<file path="config.mk">
export PLATFORM = sky130hd
export DESIGN_NAME = utf8_token_normalizer_core
export DESIGN_NICKNAME = d
export VERILOG_FILES = /design/src/utn_pkg.sv /design/src/utn_front.sv /design/src/utn_cmd_fifo.sv /design/src/utn_back.sv /design/src/utf8_token_normalizer_core.sv
export SDC_FILE = /design/constraint.sdc
export NUM_CORES = 1
export LEC_CHECK = 0
export BUFFER_PORTS_ARGS = -buffer_cell sky130_fd_sc_hd__buf_2
export CORE_MARGIN = 10
export CORE_UTILIZATION = 45
export CTS_CLUSTER_DIAMETER = 50
export DETAILED_ROUTE_END_ITERATION = 6
export PLACE_DENSITY = 0.64
export SLEW_MARGIN = 10
export SYNTH_ARGS = -nofsm -noshare
export SYNTH_HDL_FRONTEND = slang
export SYNTH_SLANG_ARGS = --single-unit
export TNS_END_PERCENT = 1
</file>
<file path="constraint.sdc">
create_clock -name clk -period 8.5 [get_ports clk]
set_clock_uncertainty 0.05 [all_clocks]
set_input_delay 1.275 -clock clk [delete_from_list [all_inputs] [get_ports clk]]
set_output_delay 1.275 -clock clk [all_outputs]
set_load 0.1 [all_outputs]
</file>
<file path="src/utn_pkg.sv">
// Shared types, constants and helper functions for the UTF-8 token normalizer.
`timescale 1ns / 1ps

package utn_pkg;

	localparam int unsigned CNT_W      = 16;
	localparam int unsigned MAX_DATA   = 6;
	localparam int unsigned FIFO_DEPTH = 4;
	localparam int unsigned FIFO_AW    = $clog2(FIFO_DEPTH);

	localparam logic [15:0] LIMIT_RESET = 16'd1024;

	localparam logic [7:0] CH_UPPER_A = 8'h41;
	localparam logic [7:0] CH_UPPER_Z = 8'h5A;
	localparam logic [7:0] CH_CASE_OFS = 8'h20;
	localparam logic [7:0] CH_DIGIT_0 = 8'h30;
	localparam logic [7:0] CH_DIGIT_9 = 8'h39;
	localparam logic [7:0] CH_LOWER_A = 8'h61;
	localparam logic [7:0] CH_LOWER_Z = 8'h7A;
	localparam logic [7:0] CH_APOS    = 8'h27;
	localparam logic [7:0] CH_COMMA   = 8'h2C;
	localparam logic [7:0] CH_AMP     = 8'h26;
	localparam logic [7:0] CH_HASH    = 8'h23;
	localparam logic [7:0] CH_SEMI    = 8'h3B;
	localparam logic [7:0] CH_SPACE   = 8'h20;
	localparam logic [7:0] CH_TAB     = 8'h09;
	localparam logic [7:0] CH_NUL     = 8'h00;
	localparam logic [7:0] CH_LF      = 8'h0A;
	localparam logic [7:0] CH_VT      = 8'h0B;
	localparam logic [7:0] CH_CR      = 8'h0D;

	localparam logic [31:0] U_NBSP       = 32'h0000_C2A0;
	localparam logic [31:0] U_OGHAM      = 32'h00E1_9A80;
	localparam logic [31:0] U_NNBSP      = 32'h00E2_80AF;
	localparam logic [31:0] U_MMSP       = 32'h00E2_819F;
	localparam logic [31:0] U_IDEO       = 32'h00E3_8080;
	localparam logic [31:0] U_RANGE_LO   = 32'h00E2_8080;
	localparam logic [31:0] U_RANGE_HI   = 32'h00E2_808B;

	typedef struct packed {
		logic [7:0] in_byte;
		logic       last_byte;
	} in_item_t;

	typedef struct packed {
		logic [7:0]  out_byte;
		logic        end_marker;
		logic [15:0] out_count;
		logic        bad_input;
		logic        last_of_run;
	} out_item_t;

	// Everything one input byte asks of the back end.
	typedef struct packed {
		logic [MAX_DATA-1:0][7:0] data;
		logic [2:0]               n_data;
		logic                     has_end;
		logic [15:0]              end_count;
		logic                     end_err;
	} cmd_t;

	function automatic logic is_space_code(input logic [31:0] c);
		logic hit;
		hit = (c == {24'h0, CH_SPACE}) || (c == {24'h0, CH_TAB}) ||
			(c == {24'h0, CH_NUL}) || (c == {24'h0, CH_LF}) ||
			(c == {24'h0, CH_VT}) || (c == {24'h0, CH_CR}) ||
			(c == U_NBSP) || (c == U_OGHAM) || (c == U_NNBSP) ||
			(c == U_MMSP) || (c == U_IDEO) ||
			((c >= U_RANGE_LO) && (c <= U_RANGE_HI));
		return hit;
	endfunction

	function automatic logic is_pass_char(input logic [7:0] c);
		logic hit;
		hit = ((c >= CH_DIGIT_0) && (c <= CH_DIGIT_9)) ||
			((c >= CH_LOWER_A) && (c <= CH_LOWER_Z)) ||
			(c == CH_APOS) || (c == CH_COMMA) || (c == CH_AMP) ||
			(c == CH_HASH) || (c == CH_SEMI);
		return hit;
	endfunction

endpackage

</file>
<file path="src/utn_front.sv">
// Front end: decodes UTF-8, tracks record state and builds at most one request per byte.
`timescale 1ns / 1ps

module utn_front (
	input  logic             clk,
	input  logic             arst_n,
	input  logic             push,
	input  utn_pkg::in_item_t in_item,
	input  logic             fifo_full,
	input  logic             cfg_wr_en,
	input  logic [15:0]      cfg_wr_data,
	output logic             cmd_valid,
	output utn_pkg::cmd_t    cmd
);

	logic [15:0]             limit_q;
	logic                    in_space_q, in_space_n;
	logic [23:0]             held_q, held_n;
	logic [1:0]              needed_q, needed_n;
	logic [2:0]              seq_len_q, seq_len_n;
	logic [utn_pkg::CNT_W-1:0] count_q, count_n;
	logic                    halted_q, halted_n;
	logic                    err_q, err_n;

	logic                    accept;
	logic [7:0]              b;
	logic                    char_valid;
	logic [31:0]             code;
	logic [3:0][7:0]         cbytes;
	logic [2:0]              clen;
	logic                    lead;
	logic                    fits;
	logic [2:0]              n_emit;
	logic [2:0]              j;
	logic [2:0]              k;
	logic [utn_pkg::CNT_W:0] reach;

	assign accept = push && !fifo_full;
	assign b      = in_item.in_byte;
	assign cbytes = code;

	always_comb begin
		in_space_n = in_space_q;
		held_n     = held_q;
		needed_n   = needed_q;
		seq_len_n  = seq_len_q;
		halted_n   = halted_q;
		err_n      = err_q;
		char_valid = 1'b0;
		code       = '0;
		clen       = 3'd1;
		lead       = 1'b0;
		fits       = 1'b0;
		n_emit     = 3'd0;
		j          = 3'd0;
		k          = 3'd0;
		reach      = '0;
		cmd        = '0;

		if (!halted_q) begin
			if (needed_q == 2'd0) begin
				priority if (count_q >= limit_q) begin
					halted_n = 1'b1;
				end else if (!b[7]) begin
					char_valid = 1'b1;
					code       = {24'h0, b};
					clen       = 3'd1;
				end else if (b[7:5] == 3'b110) begin
					held_n    = {16'h0, b};
					needed_n  = 2'd1;
					seq_len_n = 3'd2;
				end else if (b[7:4] == 4'b1110) begin
					held_n    = {16'h0, b};
					needed_n  = 2'd2;
					seq_len_n = 3'd3;
				end else if (b[7:3] == 5'b11110) begin
					held_n    = {16'h0, b};
					needed_n  = 2'd3;
					seq_len_n = 3'd4;
				end else begin
					err_n    = 1'b1;
					halted_n = 1'b1;
				end
			end else if (b[7:6] == 2'b10) begin
				if (needed_q == 2'd1) begin
					char_valid = 1'b1;
					code       = {held_q, b};
					clen       = seq_len_q;
					needed_n   = 2'd0;
					held_n     = '0;
					seq_len_n  = 3'd0;
				end else begin
					held_n   = {held_q[15:0], b};
					needed_n = needed_q - 2'd1;
				end
			end else begin
				err_n    = 1'b1;
				halted_n = 1'b1;
			end
		end

		if (char_valid) begin
			priority if (clen == 3'd1 && b >= utn_pkg::CH_UPPER_A &&
				b <= utn_pkg::CH_UPPER_Z) begin
				in_space_n  = 1'b0;
				cmd.data[0] = b + utn_pkg::CH_CASE_OFS;
				n_emit      = 3'd1;
			end else if (clen == 3'd1 && utn_pkg::is_pass_char(b)) begin
				in_space_n  = 1'b0;
				cmd.data[0] = b;
				n_emit      = 3'd1;
			end else if (utn_pkg::is_space_code(code)) begin
				if (!in_space_q) begin
					cmd.data[0] = utn_pkg::CH_SPACE;
					n_emit      = 3'd1;
					in_space_n  = 1'b1;
				end
			end else begin
				// Other character: optional leading space, then its bytes and a
				// trailing space, but only if the bytes fit under the limit.
				lead  = !in_space_q;
				reach = {1'b0, count_q} + (utn_pkg::CNT_W+1)'(lead) +
					(utn_pkg::CNT_W+1)'(clen);
				fits  = reach < {1'b0, limit_q};
				if (fits) begin
					n_emit     = 3'(lead) + clen + 3'd1;
					in_space_n = 1'b1;
				end else begin
					n_emit   = 3'(lead);
					halted_n = 1'b1;
				end
				for (int i = 0; i < utn_pkg::MAX_DATA; i++) begin
					j = 3'(i) - 3'(lead);
					k = clen - 3'd1 - j;
					if (lead && i == 0) begin
						cmd.data[i] = utn_pkg::CH_SPACE;
					end else if (j < clen) begin
						cmd.data[i] = cbytes[k[1:0]];
					end else if (j == clen) begin
						cmd.data[i] = utn_pkg::CH_SPACE;
					end
				end
			end
		end

		count_n    = count_q + utn_pkg::CNT_W'(n_emit);
		cmd.n_data = n_emit;

		if (in_item.last_byte) begin
			cmd.has_end   = 1'b1;
			cmd.end_count = 16'(count_n);
			cmd.end_err   = err_n || (!halted_n && needed_n != 2'd0);
			in_space_n = 1'b0;
			held_n     = '0;
			needed_n   = 2'd0;
			seq_len_n  = 3'd0;
			count_n    = '0;
			halted_n   = 1'b0;
			err_n      = 1'b0;
		end

		cmd_valid = accept && (n_emit != 3'd0 || in_item.last_byte);
	end

	always_ff @(posedge clk or negedge arst_n) begin
		if (!arst_n) begin
			limit_q    <= utn_pkg::LIMIT_RESET;
			in_space_q <= 1'b0;
			held_q     <= '0;
			needed_q   <= 2'd0;
			seq_len_q  <= 3'd0;
			count_q    <= '0;
			halted_q   <= 1'b0;
			err_q      <= 1'b0;
		end else begin
			if (cfg_wr_en) begin
				limit_q <= cfg_wr_data;
			end
			if (accept) begin
				in_space_q <= in_space_n;
				held_q     <= held_n;
				needed_q   <= needed_n;
				seq_len_q  <= seq_len_n;
				count_q    <= count_n;
				halted_q   <= halted_n;
				err_q      <= err_n;
			end
		end
	end

	// Every request carries at least one result.
	assert property (@(posedge clk) disable iff (!arst_n)
		cmd_valid |-> (cmd.n_data != 3'd0 || cmd.has_end))
		else $error("front issued an empty request");

	// The count never passes the limit in the middle of a record.
	assert property (@(posedge clk) disable iff (!arst_n)
		(accept && !in_item.last_byte && $stable(limit_q)) |=>
			(count_q <= limit_q || $past(count_q) > $past(limit_q)))
		else $error("record count overran the output limit");

endmodule

</file>
<file path="src/utn_cmd_fifo.sv">
// Short request queue between the front end and the back end.
`timescale 1ns / 1ps

module utn_cmd_fifo (
	input  logic          clk,
	input  logic          arst_n,
	input  logic          wr_en,
	input  utn_pkg::cmd_t wr_data,
	input  logic          rd_en,
	output utn_pkg::cmd_t head,
	output logic          empty,
	output logic          full
);

	utn_pkg::cmd_t                 entry_q [utn_pkg::FIFO_DEPTH];
	logic [utn_pkg::FIFO_AW-1:0]   wr_ptr_q;
	logic [utn_pkg::FIFO_AW-1:0]   rd_ptr_q;
	logic [utn_pkg::FIFO_AW:0]     fill_q;

	assign empty = (fill_q == '0);
	assign full  = (fill_q == (utn_pkg::FIFO_AW+1)'(utn_pkg::FIFO_DEPTH));
	assign head  = entry_q[rd_ptr_q];

	always_ff @(posedge clk) begin
		if (wr_en) begin
			entry_q[wr_ptr_q] <= wr_data;
		end
	end

	always_ff @(posedge clk or negedge arst_n) begin
		if (!arst_n) begin
			wr_ptr_q <= '0;
			rd_ptr_q <= '0;
			fill_q   <= '0;
		end else begin
			if (wr_en) begin
				wr_ptr_q <= wr_ptr_q + utn_pkg::FIFO_AW'(1);
			end
			if (rd_en) begin
				rd_ptr_q <= rd_ptr_q + utn_pkg::FIFO_AW'(1);
			end
			unique case ({wr_en, rd_en})
				2'b10:   fill_q <= fill_q + (utn_pkg::FIFO_AW+1)'(1);
				2'b01:   fill_q <= fill_q - (utn_pkg::FIFO_AW+1)'(1);
				default: fill_q <= fill_q;
			endcase
		end
	end

	assert property (@(posedge clk) disable iff (!arst_n) wr_en |-> !full)
		else $error("request queue overflow");

	assert property (@(posedge clk) disable iff (!arst_n) rd_en |-> !empty)
		else $error("request queue underflow");

	// Pointers and fill level must stay consistent.
	assert property (@(posedge clk) disable iff (!arst_n)
		(wr_ptr_q - rd_ptr_q) == fill_q[utn_pkg::FIFO_AW-1:0])
		else $error("request queue pointers disagree with fill level");

endmodule

</file>
<file path="src/utn_back.sv">
// Back end: expands each queued request into its result items, one per cycle while the receiver pops.
`timescale 1ns / 1ps

module utn_back (
	input  logic               clk,
	input  logic               arst_n,
	input  utn_pkg::cmd_t      head,
	input  logic               fifo_empty,
	output logic               fifo_rd,
	input  logic               pop,
	output utn_pkg::out_item_t out_item
);

	logic [2:0] idx_q;
	logic [2:0] total;
	logic [2:0] sel;
	logic       is_end;
	logic       is_last;
	logic       take;

	assign total   = head.n_data + 3'(head.has_end);
	assign is_end  = (idx_q == head.n_data);
	assign is_last = (idx_q == total - 3'd1);
	assign take    = pop && !fifo_empty;
	assign fifo_rd = take && is_last;
	// The end marker slot lies past the data bytes; keep the index in range.
	assign sel     = (idx_q < 3'(utn_pkg::MAX_DATA)) ? idx_q : 3'd0;

	always_comb begin
		out_item             = '0;
		out_item.end_marker  = is_end;
		out_item.last_of_run = is_last;
		if (is_end) begin
			out_item.out_count = head.end_count;
			out_item.bad_input = head.end_err;
		end else begin
			out_item.out_byte = head.data[sel];
		end
	end

	always_ff @(posedge clk or negedge arst_n) begin
		if (!arst_n) begin
			idx_q <= 3'd0;
		end else if (take) begin
			idx_q <= is_last ? 3'd0 : idx_q + 3'd1;
		end
	end

	assert property (@(posedge clk) disable iff (!arst_n)
		!fifo_empty |-> (idx_q < total))
		else $error("result index ran past the request");

endmodule

</file>
<file path="src/utf8_token_normalizer_core.sv">
// Usage notes:
// The block takes one raw UTF-8 byte per request on the input queue (push/full)
// with last_byte marking the end of a record, and gives normalized result
// items on the output queue (empty/pop), oldest first.
// Each input byte yields zero to seven results: data bytes, then for the last
// byte of a record an end marker carrying the byte count and the error flag.
// last_of_run is set on the final result caused by one input byte.
// The first result of a byte reaches the output through the request queue,
// behind any older requests. Input bytes are taken one per cycle while the
// four-entry request queue has room; results leave one per cycle while the
// receiver pops. The output side sets the rate.
// When the receiver stops popping, the queue fills and full rises; nothing
// is dropped. Reset clears the queue and the record state and sets the
// output limit to 1024; cfg_wr_en with cfg_wr_data sets it, between records.
`timescale 1ns / 1ps

module utf8_token_normalizer_core (
	input  logic               clk,
	input  logic               arst_n,
	input  logic               push,
	output logic               full,
	input  utn_pkg::in_item_t  in_item,
	output logic               empty,
	input  logic               pop,
	output utn_pkg::out_item_t out_item,
	input  logic               cfg_wr_en,
	input  logic [15:0]        cfg_wr_data
);

	logic          cmd_valid;
	utn_pkg::cmd_t cmd;
	utn_pkg::cmd_t head;
	logic          fifo_rd;
	logic          fifo_empty;
	logic          fifo_full;

	utn_front u_front (
		.clk         (clk),
		.arst_n      (arst_n),
		.push        (push),
		.in_item     (in_item),
		.fifo_full   (fifo_full),
		.cfg_wr_en   (cfg_wr_en),
		.cfg_wr_data (cfg_wr_data),
		.cmd_valid   (cmd_valid),
		.cmd         (cmd)
	);

	utn_cmd_fifo u_fifo (
		.clk     (clk),
		.arst_n  (arst_n),
		.wr_en   (cmd_valid),
		.wr_data (cmd),
		.rd_en   (fifo_rd),
		.head    (head),
		.empty   (fifo_empty),
		.full    (fifo_full)
	);

	utn_back u_back (
		.clk        (clk),
		.arst_n     (arst_n),
		.head       (head),
		.fifo_empty (fifo_empty),
		.fifo_rd    (fifo_rd),
		.pop        (pop),
		.out_item   (out_item)
	);

	assign full  = fifo_full;
	assign empty = fifo_empty;

endmodule

</file>
==> results of run 1 <==
## sequential cells by signal, indices dropped and copies added, names as in the netlist
signal,flops
u_back.idx_q,3
u_front.halted_q,1
u_front.err_q,1
u_fifo.rd_ptr_q,2
u_front.held_q,24
u_front.limit_q,16
u_front.seq_len_q,3
u_fifo.wr_ptr_q,2
u_front.count_q,16
u_fifo.entry_q,276
u_front.needed_q,2
u_fifo.fill_q,3
u_front.in_space_q,1
## cell usage in the layout, fill, tap and decap left out, types with 4 or more instances in the layout
cell type,count
sky130_fd_sc_hd__edfxtp_1,276
sky130_fd_sc_hd__nand2_1,197
sky130_fd_sc_hd__nor2_1,136
sky130_fd_sc_hd__o21ai_0,103
sky130_fd_sc_hd__dfrtp_1,71
sky130_fd_sc_hd__mux4_2,69
sky130_fd_sc_hd__ha_1,59
sky130_fd_sc_hd__buf_2,57
sky130_fd_sc_hd__a21oi_1,53
sky130_fd_sc_hd__inv_1,48
sky130_fd_sc_hd__clkbuf_16,39
sky130_fd_sc_hd__mux2i_1,37
sky130_fd_sc_hd__xnor2_1,27
sky130_fd_sc_hd__nand3_1,26
sky130_fd_sc_hd__nor3_1,25
sky130_fd_sc_hd__and2_1,23
sky130_fd_sc_hd__buf_4,19
sky130_fd_sc_hd__xor2_1,18
sky130_fd_sc_hd__and3_1,16
sky130_fd_sc_hd__nand4_1,11
sky130_fd_sc_hd__a31oi_1,11
sky130_fd_sc_hd__a311oi_1,11
sky130_fd_sc_hd__clkinv_1,11
sky130_fd_sc_hd__a21o_1,10
sky130_fd_sc_hd__a211oi_1,10
sky130_fd_sc_hd__nand2b_1,7
sky130_fd_sc_hd__clkbuf_1,6
sky130_fd_sc_hd__nor2b_1,5
sky130_fd_sc_hd__nor4_1,5
sky130_fd_sc_hd__clkinv_2,5
sky130_fd_sc_hd__o2111ai_1,4
sky130_fd_sc_hd__and2_4,4
sky130_fd_sc_hd__fa_1,4
## area by class of cell
| type | instances | area share (%) |
|---|---|---|
| flip-flops and latches | 350 | 51.88 |
| clock buffers | 47 | 5.246 |
| multi-input cells | 933 | 35.04 |
| well taps | 518 | 3.314 |
| clock inverters | 25 | 1.164 |
| repair buffers | 78 | 2.393 |
| inverters | 50 | 0.9597 |
## cells in the mapped netlist (4+ instances only)
cell type / number
sky130_fd_sc_hd__edfxtp_1: 276
sky130_fd_sc_hd__dfrtp_1: 73
sky130_fd_sc_hd__o21ai_0: 103
sky130_fd_sc_hd__mux2i_1: 37
sky130_fd_sc_hd__o2111ai_1: 4
sky130_fd_sc_hd__nor2b_1: 5
sky130_fd_sc_hd__nand2b_1: 7
sky130_fd_sc_hd__nand3_1: 26
sky130_fd_sc_hd__fa_1: 4
sky130_fd_sc_hd__nand4_1: 11
sky130_fd_sc_hd__nor3_1: 26
sky130_fd_sc_hd__and2_1: 27
sky130_fd_sc_hd__a21o_1: 10
sky130_fd_sc_hd__buf_2: 13
sky130_fd_sc_hd__ha_1: 59
sky130_fd_sc_hd__a21oi_1: 53
sky130_fd_sc_hd__nor4_1: 5
sky130_fd_sc_hd__and3_1: 16
sky130_fd_sc_hd__clkbuf_1: 63
sky130_fd_sc_hd__nand2_1: 197
sky130_fd_sc_hd__xor2_1: 18
sky130_fd_sc_hd__buf_4: 4
sky130_fd_sc_hd__a31oi_1: 11
sky130_fd_sc_hd__a311oi_1: 11
sky130_fd_sc_hd__buf_1: 7
sky130_fd_sc_hd__a211oi_1: 10
sky130_fd_sc_hd__xnor2_1: 28
sky130_fd_sc_hd__nor2_1: 136
sky130_fd_sc_hd__mux4_2: 69
sky130_fd_sc_hd__inv_1: 48
## power by group
part           internal (mW)  total, mW  switching (mW)
Clock                  0.934       1.61           0.679
Combinational          0.920       3.01            2.09
Sequential              2.20       2.46           0.256
## logic make-up after synthesis
logic type                 Yosys count  synth area share (%)
and+or+nand+nor                    476                 12.35
DFF                                350                 57.87
AOI/OAI and AO/OA                  238                 8.376
buffers and inverters              138                 3.177
muxes                              110                 11.26
adders and majority gates           63                 4.670
xor gates and xnor gates            46                 2.299
## layer usage
layer  GRT usage (%)  vias to the layer above
met2           26.20                      290
met1           24.51                     5536
met5               0                        -
met4           4.078                        0
met3           2.663                       50
li1                -                     5300
## stage by stage
| stage | area (µm²) | utilization (%) | worst slack (ns) |
|---|---|---|---|
| final | 19560 | 50.72 | 1.376 |
| after global routing | 19560 | 50.72 | 0.6299 |
| after CTS | 19560 | 50.72 | 1.363 |
| after detailed placement | 18300 | 47.47 | 0.8740 |
| after global placement | 18300 | 47.47 | 1.035 |
| after floorplan | 17520 | - | 0.7000 |
## path summary, 6_finish.rpt
path | endpoint | slack, ns
max | u_fifo.entry_q[1][13]$_DFFE_PP_ | 1.38
min | u_fifo.fill_q[0]$_DFFE_PN0P_ | 0.45
max reg2reg | u_fifo.entry_q[1][13]$_DFFE_PP_ | 1.38
min reg2reg | u_fifo.fill_q[0]$_DFFE_PN0P_ | 0.45
max in group asynchronous | u_front.held_q[7]$_DFFE_PN0P_ | 6.76
min in group asynchronous | u_fifo.rd_ptr_q[0]$_DFFE_PN0P_ | 0.51
==> impl_summary.txt, run 1 <==
----------------------------------------------------
[Outcome]
  Status ... completed

[Routing]
  Highest signal layer in the routed design ... met4
  Post-Route M1 WL ... 18.85 mm
  Count of vias placed by the detailed router ... 11180
  First-pass iteration count of the detailed router ... 5
  Routed met2 length ... 18.56 mm
  Wire length per cell after detailed routing ... 20.08 µm
  Iteration-0 DRC count of the detailed router ... 845
  Via-to-Cell Ratio ... 5.585
  DR DRC count ... 0
  Total length of routed met3 wires ... 2.131 mm
  Final antenna-violating net count ... 0
  Wire length reported by the detailed router ... 40.18 mm

[Finish]
  Area growth from synthesis to final layout ... 11.60%
  Number of inserted filler cells in the final layout ... 3376
  Share of final-layout standard cells stronger than drive strength 1 ... 15.64%
  Area of the multi-input gates ... 0.006853 mm²
  NumNets Final ... 1545
  Sequential cell area ... 0.01015 mm²
  Non-filler cells, final ... 2001
  # diodes ... 0

[Timing]
  Tightest hold margin ... 0.4539 ns
  Final total negative setup slack ... 0 ns
  Highest clock frequency the design can meet ... 140.4 MHz
  Max-slew headroom at the worst pin ... 24.47%
  Slew of the pin with the lowest slew margin ... 1.127 ns
  Max-slew violation count ... 0
  Period minus WS final ... 7.124 ns
  Fin. Hold Viols ... 0
  Final period utilization ... 83.81%
  Setup repair after global routing missed its margin ... no
  Total of endpoints with negative setup slack in the final report ... 0

[Clock tree]
  Clock insertion delay at the later pin of the skew report ... 0.55 ns
  Clock Tree Buf Depth ... 3
  Post-cts hold buffer count ... 0
  Number of buffers inserted to repair setup after CTS ... 0
  Clock transition at the register clock pins on the worst setup and hold paths after CTS ... 0.06 ns
  Number of gates resized after cts ... 0
  Sinks on Clock Net ... 350
  CTS H-tree lvls ... 2
  TritonCTS clock tree ... yes
  Clock root cell ... sky130_fd_sc_hd__clkbuf_16
  CTS buffer count ... 39

[Hold path]
  WHS Path Cells ... 1
  Type of the most critical hold path ... reg2reg
  Hold wc startpoint ... u_fifo.fill_q[0]$_DFFE_PN0P_

[GRT]
  Global-route congestion overflow total ... 0
  Wire length of the first global-routing pass ... 63.60 mm
  Initial antenna violation count ... 0
  Largest net degree at the start of global routing ... 65
  Number of global-route vias before repair ... 11080
  Overall global routing resource usage ... 16.91%

[Die]
  Die width ... 217.3 µm
  Boundary Pins ... 59
  Effective utilization at floorplan ... 45.45%
  Core Footprint ... 0.03856 mm²
  Cell row count ... 72
  Die Span Y ... 217.3 µm
  Area of the die ... 0.04723 mm²

[Worst setup path]
  Critical path data arrival time ... 7.33 ns
  Slowest stage cell, crit path ... sky130_fd_sc_hd__nor2_1
  Critical Path Start ... in_item[7]
  Critical path's top delay family ... simple AND/OR/NAND/NOR gates
  Crit end category ... flip-flop
  Instance count on the critical path ... 30
  Start-to-end type of the worst setup path ... in2reg
  Cell occurring most often along the worst timing path ... sky130_fd_sc_hd__nor2_1
  Reg-to-Reg Start ... u_front.needed_q[0]$_DFFE_PN0P_
  Peak per-stage delay on the critical path ... 0.34 ns
  Biggest fanout along the worst timing path ... 21
  Count of cells along the worst register-to-register path ... 31
  CP Data Required Time ... 8.71 ns
  Worst Path Buf+Inv ... 4
  Launching element type of the critical path ... primary input

[Place]
  Routability congestion estimate ... 0.8591
  HPWL after DPL ... 27.07 mm
  Number of instances in the placed design ... 1929
  I/O Buffers ... 58

[Logic synthesis]
  Cells after Synth ... 1421
  Number of enable-type register cells in the synthesized netlist ... 276
  Most used flip-flop cell after synthesis ... sky130_fd_sc_hd__edfxtp_1
  Post-synthesis average cell area ... 12.33 µm²
  Library cell occupying the most area in the post-synthesis netlist ... sky130_fd_sc_hd__edfxtp_1
  Nets in the synthesized netlist ... 1514
  Yosys top cell area share ... 47.30%
  Syn. warnings ... 0
  Synthesized cell area ... 0.01752 mm²
  Top post-synthesis cells by area ... sky130_fd_sc_hd__edfxtp_1 (47%), sky130_fd_sc_hd__dfrtp_1 (10%), sky130_fd_sc_hd__mux4_2 (8.9%), sky130_fd_sc_hd__nand2_1 (4.2%), sky130_fd_sc_hd__ha_1 (4.2%)
  Post-synthesis sequential area ratio ... 57.87%
  Register bit count reported by yosys ... 350
  Count of cell types in the netlist ... 72
  Fraction of registers with async set/reset ... 21.14%

[Power and ir drop]
  Maximum vdd ir drop ... 249.4 µV
  P_leak ... 7.266 nW
  Power, Total ... 7.086 mW
  Areal power density over the cells ... 362.4 mW/mm²

[Job]
  Number of max-cap violations ... 0

----------------------------------------------------
Power figures use the tool's default switching activity.
==> run 2: changes to the inputs <==
- clock period: 8.5 -> 6.7 ns (I/O delays scaled with it)
==> run 2 against run 1 <==
Net effect: final cell count up 0.90%; utilization up 1.0 points; register-to-register slack worse by 0.94 ns; wire length down 0.21%; worst hold slack worse by 0.012 ns; global-route usage about the same; non-clock buffer count up 17; via count up 0.94%; first-iteration DRC count up 24%; critical path depth down 1; combinational power up 31%; clock power up 35%; critical endpoint is now u_fifo.entry_q[3][13]$_DFFE_PP_; highest routed layer unchanged.
==> impl_summary.txt, run 2 (synthesis results as in run 1) <==
----------------------------------------------------
[Outcome]
  Status ... completed (unchanged)

[Finish]
  Number of flip-flops under the largest register name ... 276 (unchanged)
  Layout Utilization ... 51.72% (was 50.72%)
  Top library cells by usage in the layout, fill and taps aside ... sky130_fd_sc_hd__edfxtp_1 (276), sky130_fd_sc_hd__nand2_1 (196), sky130_fd_sc_hd__nor2_1 (131) (was sky130_fd_sc_hd__edfxtp_1 (276), sky130_fd_sc_hd__nand2_1 (197), sky130_fd_sc_hd__nor2_1 (136))
  Area growth from synthesis to final layout ... 13.80% (was 11.60%)
  Top reg by flops ... u_fifo.entry_q (unchanged)
  Commonest non-fill, non-tap cell in the layout ... sky130_fd_sc_hd__edfxtp_1 (unchanged)
  Share of final-layout standard cells stronger than drive strength 1 ... 17.72% (was 15.64%)
  # diodes ... 0 (unchanged)
  Registers with the most flip-flops ... u_fifo.entry_q x276, u_front.held_q x24 (unchanged)
  Number of inserted filler cells in the final layout ... 3315 (was 3376)
  NumNets Final ... 1563 (was 1545)
  Area of all placed cells without fillers ... 0.01994 mm² (was 0.01956 mm²)

[GRT]
  Wire length of the first global-routing pass ... 63.80 mm (was 63.60 mm)
  Largest net degree at the start of global routing ... 75 (was 65)
  Overall global routing resource usage ... 16.89% (was 16.91%)
  Global-route congestion overflow total ... 0 (unchanged)
  Initial antenna violation count ... 0 (unchanged)
  Number of global-route vias before repair ... 11070 (was 11080)

[Routing]
  Highest signal layer in the routed design ... met4 (unchanged)
  Via-to-Cell Ratio ... 5.587 (was 5.585)
  Post-Route M1 WL ... 19.26 mm (was 18.85 mm)
  First-pass iteration count of the detailed router ... 6 (was 5)
  Routed met2 length ... 17.87 mm (was 18.56 mm)
  Total length of routed met3 wires ... 2.284 mm (was 2.131 mm)
  Wire length per cell after detailed routing ... 19.86 µm (was 20.08 µm)
  DR DRC count ... 0 (unchanged)
  Iteration-0 DRC count of the detailed router ... 1049 (was 845)
  Count of vias placed by the detailed router ... 11280 (was 11180)
  Final antenna-violating net count ... 0 (unchanged)
  Wire length reported by the detailed router ... 40.10 mm (was 40.18 mm)

[Die]
  Die width ... 217.3 µm (unchanged)
  Core Footprint ... 0.03856 mm² (unchanged)
  Effective utilization at floorplan ... 45.45% (unchanged)
  Boundary Pins ... 59 (unchanged)
  Area of the die ... 0.04723 mm² (unchanged)
  Cell row count ... 72 (unchanged)
  Die Span Y ... 217.3 µm (unchanged)

[Place]
  Instance area at placement ... 0.01855 mm² (was 0.01830 mm²)
  HPWL after DPL ... 27.11 mm (was 27.07 mm)
  Routability congestion estimate ... 0.8674 (was 0.8591)
  I/O Buffers ... 58 (unchanged)

[Timing]
  Max-slew headroom at the worst pin ... 21.53% (was 24.47%)
  Max-slew violation count ... 0 (unchanged)
  Total of endpoints with negative setup slack in the final report ... 0 (unchanged)
  Highest clock frequency the design can meet ... 159.5 MHz
  Slew of the pin with the lowest slew margin ... 1.171 ns (was 1.127 ns)
  Final total negative setup slack ... 0 ns (unchanged)
  Fin. Hold Viols ... 0 (unchanged)
  Final period utilization ... 93.56%
  Setup repair after global routing missed its margin ... no (unchanged)
  Period minus WS final ... 6.268 ns

[Hold path]
  Hold-critical path endpoint ... u_fifo.fill_q[2]$_DFFE_PN0P_ (was u_fifo.fill_q[0]$_DFFE_PN0P_)
  Type of the most critical hold path ... reg2reg (unchanged)
  Hold wc startpoint ... u_fifo.fill_q[2]$_DFFE_PN0P_ (was u_fifo.fill_q[0]$_DFFE_PN0P_)
  WHS Path Cells ... 1 (unchanged)

[Power and ir drop]
  P_leak ... 7.388 nW (was 7.266 nW)
  Areal power density over the cells ... 460.5 mW/mm² (was 362.4 mW/mm²)
  Maximum vdd ir drop ... 273.6 µV (was 249.4 µV)
  Power, Total ... 9.183 mW (was 7.086 mW)

[Worst setup path]
  Launching element type of the critical path ... flip-flop (was primary input)
  Peak per-stage delay on the critical path ... 0.44 ns (was 0.34 ns)
  Flop-to-flop setup slack ... 0.43 ns (was 1.38 ns)
  Crit end category ... flip-flop (unchanged)
  Biggest fanout along the worst timing path ... 8 (was 21)
  Cell occurring most often along the worst timing path ... sky130_fd_sc_hd__nor2_1 (unchanged)
  Count of cells along the worst register-to-register path ... 29 (was 31)
  Reg-to-Reg Start ... u_front.needed_q[0]$_DFFE_PN0P_ (unchanged)
  CP Data Required Time ... 6.90 ns (was 8.71 ns)
  Critical path data arrival time ... 6.47 ns (was 7.33 ns)
  Slowest stage cell, crit path ... sky130_fd_sc_hd__dfrtp_1 (was sky130_fd_sc_hd__nor2_1)
  Capture instance of the worst register-to-register path ... u_fifo.entry_q[3][13]$_DFFE_PP_ (was u_fifo.entry_q[1][13]$_DFFE_PP_)
  Start-to-end type of the worst setup path ... reg2reg (was in2reg)

[Clock tree]
  Clock insertion delay at the later pin of the skew report ... 0.53 ns (was 0.55 ns)
  CTS H-tree lvls ... 2 (unchanged)
  CTS buffer count ... 40 (was 39)
  Sinks on Clock Net ... 350 (unchanged)
  Clock Tree Buf Depth ... 3 (unchanged)
  TritonCTS clock tree ... yes (unchanged)
  Post-cts hold buffer count ... 0 (unchanged)
  Clock transition at the register clock pins on the worst setup and hold paths after CTS ... 0.06 ns (about the same)
  Clock root cell ... sky130_fd_sc_hd__clkbuf_16 (unchanged)

[Job]
  Number of max-cap violations ... 0 (unchanged)

----------------------------------------------------
[run 2: layout make-up]
type                       instances  area (µm²)  area share [%]
tap                              518       648.1           3.250
clock inverter                    23       282.8           1.418
inverter                          50       187.7          0.9411
clock buffer                      50        1060           5.314
multi-input combinational        933        6947           34.84
timing repair buffer              95       670.6           3.363
sequential                       350       10150           50.88
[run 2: through the flow]
step	std cells	worst slack [ns]	hold slack, ns
5_1_grt	2019	0.008787	0.4730
3_3_place_gp	1942	0.1551	0.4320
3_5_place_dp	1942	-0.01913	0.4396
2_1_floorplan	1421	0.03402	0.4070
6_report	2019	0.4317	0.4419
4_1_cts	2015	0.2075	0.4470
[run 2: report_power, final]
group,internal (mW),switching (mW),total (mW),leakage [nW]
registers,2.80,0.282,3.08,3.60
logic,1.22,2.71,3.93,3.16
clock network,1.30,0.880,2.18,0.634
[run 2: worst max-delay path by stage]
stage | start | end | slack, ns | cells past startpoint
4_1_cts | u_front.needed_q[0]$_DFFE_PN0P_ | u_fifo.entry_q[3][13]$_DFFE_PP_ | 0.21 | 29
5_1_grt | u_front.needed_q[0]$_DFFE_PN0P_ | u_fifo.entry_q[1][13]$_DFFE_PP_ | 0.009 | 29
3_5_place_dp | in_item[8] | u_fifo.entry_q[1][13]$_DFFE_PP_ | -0.02 | 28
6_report | u_front.needed_q[0]$_DFFE_PN0P_ | u_fifo.entry_q[3][13]$_DFFE_PP_ | 0.43 | 29
3_3_place_gp | in_item[8] | u_fifo.entry_q[0][13]$_DFFE_PP_ | 0.16 | 28
2_1_floorplan | in_item[7] | u_fifo.entry_q[0][13]$_DFFE_PP_ | 0.03 | 31
[run 2: layer usage]
layer / up-vias / track usage (%)
li1: 5338 / -
met1: 5581 / 25.18
met2: 310 / 25.23
met3: 52 / 2.885
met4: 0 / 3.962
met5: - / 0
[run 2: critical path: cells and delay by family (launching register included)]
kind | cells | cell delay, ns
AOI/OAI and AO/OA | 6 | 1.16
adders and majority gates | 6 | 1.66
and+or+nand+nor | 12 | 1.93
DFF | 1 | 0.44
muxes | 1 | 0.26
xor gates and xnor gates | 2 | 0.29
buffers and inverters | 2 | 0.21
[run 2: what timing repair did]
action	in CTS	in global routing
setup buffers	0	4
endpoints found under the hold margin	0	0
endpoints found under the setup margin	0	39
resized for setup	0	5
==> run 3: changes to the inputs <==
- BUFFER_PORTS_ARGS: -buffer_cell sky130_fd_sc_hd__buf_2 -> unset
- DONT_BUFFER_PORTS: unset -> 1
- PLACE_DENSITY: 0.64 -> 0.63
==> run 3 against run 2 <==
Net effect: sequential power down 1%; utilization down 0.60 points; highest routed layer unchanged; count of clock-buffer cells in the layout up 4; critical endpoint is now u_fifo.entry_q[0][13]$_DFFE_PP_; fmax up 2.0%; sequential cell count unchanged; critical path type unchanged; largest power group unchanged; setup slack better by 0.12 ns; design area down 1.2%.
==> impl_summary.txt, run 3 (synthesis results as in run 1) <==
----------------------------------------------------
[Clock tree]
  CTS H-tree lvls ... 2 (unchanged)
  TritonCTS clock tree ... yes (unchanged)
  Clock insertion delay at the later pin of the skew report ... 0.56 ns (was 0.53 ns)
  Post-cts hold buffer count ... 0 (unchanged)
  Sinks on Clock Net ... 350 (unchanged)
  CTS buffer count ... 42 (was 40)
  Clock Tree Buf Depth ... 3 (unchanged)
  Clock root cell ... sky130_fd_sc_hd__clkbuf_16 (unchanged)
  Clock transition at the register clock pins on the worst setup and hold paths after CTS ... 0.06 ns (about the same)

[Job]
  Number of max-cap violations ... 0 (unchanged)

[Finish]
  Top library cells by usage in the layout, fill and taps aside ... sky130_fd_sc_hd__edfxtp_1 (276), sky130_fd_sc_hd__nand2_1 (196), sky130_fd_sc_hd__nor2_1 (125) (was sky130_fd_sc_hd__edfxtp_1 (276), sky130_fd_sc_hd__nand2_1 (196), sky130_fd_sc_hd__nor2_1 (131))
  Share of final-layout standard cells stronger than drive strength 1 ... 15.50% (was 17.72%)
  Layout Utilization ... 51.12% (was 51.72%)
  Commonest non-fill, non-tap cell in the layout ... sky130_fd_sc_hd__edfxtp_1 (unchanged)
  NumNets Final ... 1506 (was 1563)
  Number of flip-flops under the largest register name ... 276 (unchanged)
  Area growth from synthesis to final layout ... 12.48% (was 13.80%)
  Non-filler cells, final ... 1963 (was 2019)
  # diodes ... 0 (unchanged)
  Number of inserted filler cells in the final layout ... 3378 (was 3315)
  Registers with the most flip-flops ... u_fifo.entry_q x276, u_front.held_q x24 (unchanged)
  Top reg by flops ... u_fifo.entry_q (unchanged)

[Timing]
  Slew of the pin with the lowest slew margin ... 1.192 ns (was 1.171 ns)
  Setup repair after global routing missed its margin ... no (unchanged)
  Period minus WS final ... 6.145 ns (was 6.268 ns)
  Max-slew headroom at the worst pin ... 20.09% (was 21.53%)
  Tightest hold margin ... 0.09557 ns (was 0.4419 ns)
  Final period utilization ... 91.72% (was 93.56%)
  Highest clock frequency the design can meet ... 162.7 MHz (was 159.5 MHz)
  Total of endpoints with negative setup slack in the final report ... 0 (unchanged)
  Fin. Hold Viols ... 0 (unchanged)
  Max-slew violation count ... 0 (unchanged)
  Final total negative setup slack ... 0 ns (unchanged)

[Routing]
  Via-to-Cell Ratio ... 5.651 (was 5.587)
  First-pass iteration count of the detailed router ... 5 (was 6)
  DR DRC count ... 0 (unchanged)
  Final antenna-violating net count ... 0 (unchanged)
  Wire length reported by the detailed router ... 39.88 mm (was 40.10 mm)
  Iteration-0 DRC count of the detailed router ... 879 (was 1049)
  Wire length per cell after detailed routing ... 20.31 µm (was 19.86 µm)
  Count of vias placed by the detailed router ... 11090 (was 11280)

[Die]
  Die Span Y ... 217.3 µm (unchanged)
  Effective utilization at floorplan ... 45.45% (unchanged)
  Die width ... 217.3 µm (unchanged)
  Area of the die ... 0.04723 mm² (unchanged)
  Core Footprint ... 0.03856 mm² (unchanged)
  Cell row count ... 72 (unchanged)
  Boundary Pins ... 59 (unchanged)

[Power and ir drop]
  P_leak ... 7.178 nW (was 7.388 nW)
  Combinational Power Share ... 42.7% (was 42.8%)
  Share of total power in sequential cells ... 33.1% (was 33.5%)
  Clk network pwr share ... 24.2% (was 23.7%)
  Maximum vdd ir drop ... 294.3 µV (was 273.6 µV)
  Switching part of the total power ... 42.21% (was 42.13%)
  Areal power density over the cells ... 466.1 mW/mm² (was 460.5 mW/mm²)
  Switch Pwr ... 3.878 mW (was 3.869 mW)
  Internal power of the cells ... 5.309 mW (was 5.314 mW)

[GRT]
  Initial antenna violation count ... 0 (unchanged)
  Global-route congestion overflow total ... 0 (unchanged)
  Largest net degree at the start of global routing ... 75 (unchanged)
  Number of global-route vias before repair ... 10840 (was 11070)
  Overall global routing resource usage ... 16.89% (about the same)
  Wire length of the first global-routing pass ... 63.18 mm (was 63.80 mm)

[Worst setup path]
  Biggest fanout along the worst timing path ... 7 (was 8)
  Flop-to-flop setup slack ... 0.55 ns (was 0.43 ns)
  Start-to-end type of the worst setup path ... reg2reg (unchanged)
  Peak per-stage delay on the critical path ... 0.44 ns (about the same)
  Critical path data arrival time ... 6.37 ns (was 6.47 ns)
  Launching element type of the critical path ... flip-flop (unchanged)
  Reg-to-Reg Start ... u_front.needed_q[0]$_DFFE_PN0P_ (unchanged)
  Cell occurring most often along the worst timing path ... sky130_fd_sc_hd__nor2_1 (unchanged)
  Count of cells along the worst register-to-register path ... 29 (unchanged)
  CP Data Required Time ... 6.92 ns (was 6.90 ns)
  Crit end category ... flip-flop (unchanged)
  Slowest stage cell, crit path ... sky130_fd_sc_hd__dfrtp_1 (unchanged)
  Capture instance of the worst register-to-register path ... u_fifo.entry_q[0][13]$_DFFE_PP_ (was u_fifo.entry_q[3][13]$_DFFE_PP_)

[Place]
  I/O Buffers ... 0 (was 58)
  Routability congestion estimate ... 0.8527 (was 0.8674)
  Number of instances in the placed design ... 1887 (was 1942)
  HPWL after DPL ... 26.96 mm (was 27.11 mm)

[Hold path]
  Type of the most critical hold path ... in2async (was reg2reg)

[Outcome]
  Status ... completed (unchanged)

----------------------------------------------------
## run 3: cell types whose count changed in the layout (fill, tap and decap cells not counted), sizes merged
cell | previous run | this run
clkbuf | 50 | 54
inv | 49 | 57
buf | 95 | 36
clkinvlp | 3 | 1
bufinv | 4 | 2
clkinv | 17 | 12
## run 3: worst max-delay path by stage
stage                                          startpoint                              end  slack (ns)  cells past startpoint
final                     u_front.needed_q[0]$_DFFE_PN0P_  u_fifo.entry_q[0][13]$_DFFE_PP_        0.55                     29
after CTS                 u_front.needed_q[0]$_DFFE_PN0P_  u_fifo.entry_q[0][16]$_DFFE_PP_        0.47                     29
after global placement                         in_item[8]  u_fifo.entry_q[1][16]$_DFFE_PP_        0.28                     27
after global routing      u_front.needed_q[0]$_DFFE_PN0P_  u_fifo.entry_q[0][16]$_DFFE_PP_        0.01                     29
after floorplan                                in_item[7]  u_fifo.entry_q[0][13]$_DFFE_PP_        0.03                     31
after detailed placement                       in_item[8]  u_fifo.entry_q[1][16]$_DFFE_PP_        0.16                     27
## run 3: through the flow
stage               power (mW)  setup slack [ns]  cell area, µm²
finish                   9.187            0.5547           19710
global route             9.677           0.01155           19710
CTS                      9.271            0.4652           19700
detailed placement       7.036            0.1639           18340
global placement         6.994            0.2786           18340
floorplan                6.117           0.03402           17610
## run 3: cell type report
cell class	instances	area [µm²]	share of cell area, %
Clock inverter	22	210.2	1.066
Inverter	50	187.7	0.9522
Clock buffer	54	1159	5.878
Tap cell	518	648.1	3.288
Multi-Input combinational cell	933	6962	35.32
Timing Repair Buffer	36	397.9	2.019
Sequential cell	350	10150	51.48
## run 3: worst max-delay path, delay by kind of cell (launching register included)
family / cells / cell delay (ns)
flops: 1 / 0.44
simple gates: 12 / 1.94
fa+ha+maj: 6 / 1.61
compound gates: 6 / 1.10
xor+xnor: 2 / 0.29
buf+inv: 2 / 0.18
mux: 1 / 0.27
## run 3: per-layer routing
layer  vias to the layer above  GRT usage [%]  share of wire (%)
met1                      5499          24.66                 47
li1                       5226              -                  -
met2                       317          25.44                 45
met5                         -              0                  0
met4                         0          4.824                1.7
met3                        50          2.913                5.9
## run 3: power groups by stage
stage | sequential, mW | combinational, mW | clock (mW)
finish | 3.04 | 3.93 | 2.22
global route | 3.08 | 4.24 | 2.35
CTS | 3.04 | 3.96 | 2.27
detailed placement | 3.08 | 3.95 | 0
global placement | 3.07 | 3.93 | 0
floorplan | 2.95 | 3.16 | 0
## run 3: repair_timing
| item | in CTS | in global routing |
|---|---|---|
| gates resized for setup | 0 | 1 |
| endpoints found under the hold margin | 0 | 0 |
| setup endpoints to repair | 0 | 15 |
| setup buffers | 0 | 0 |
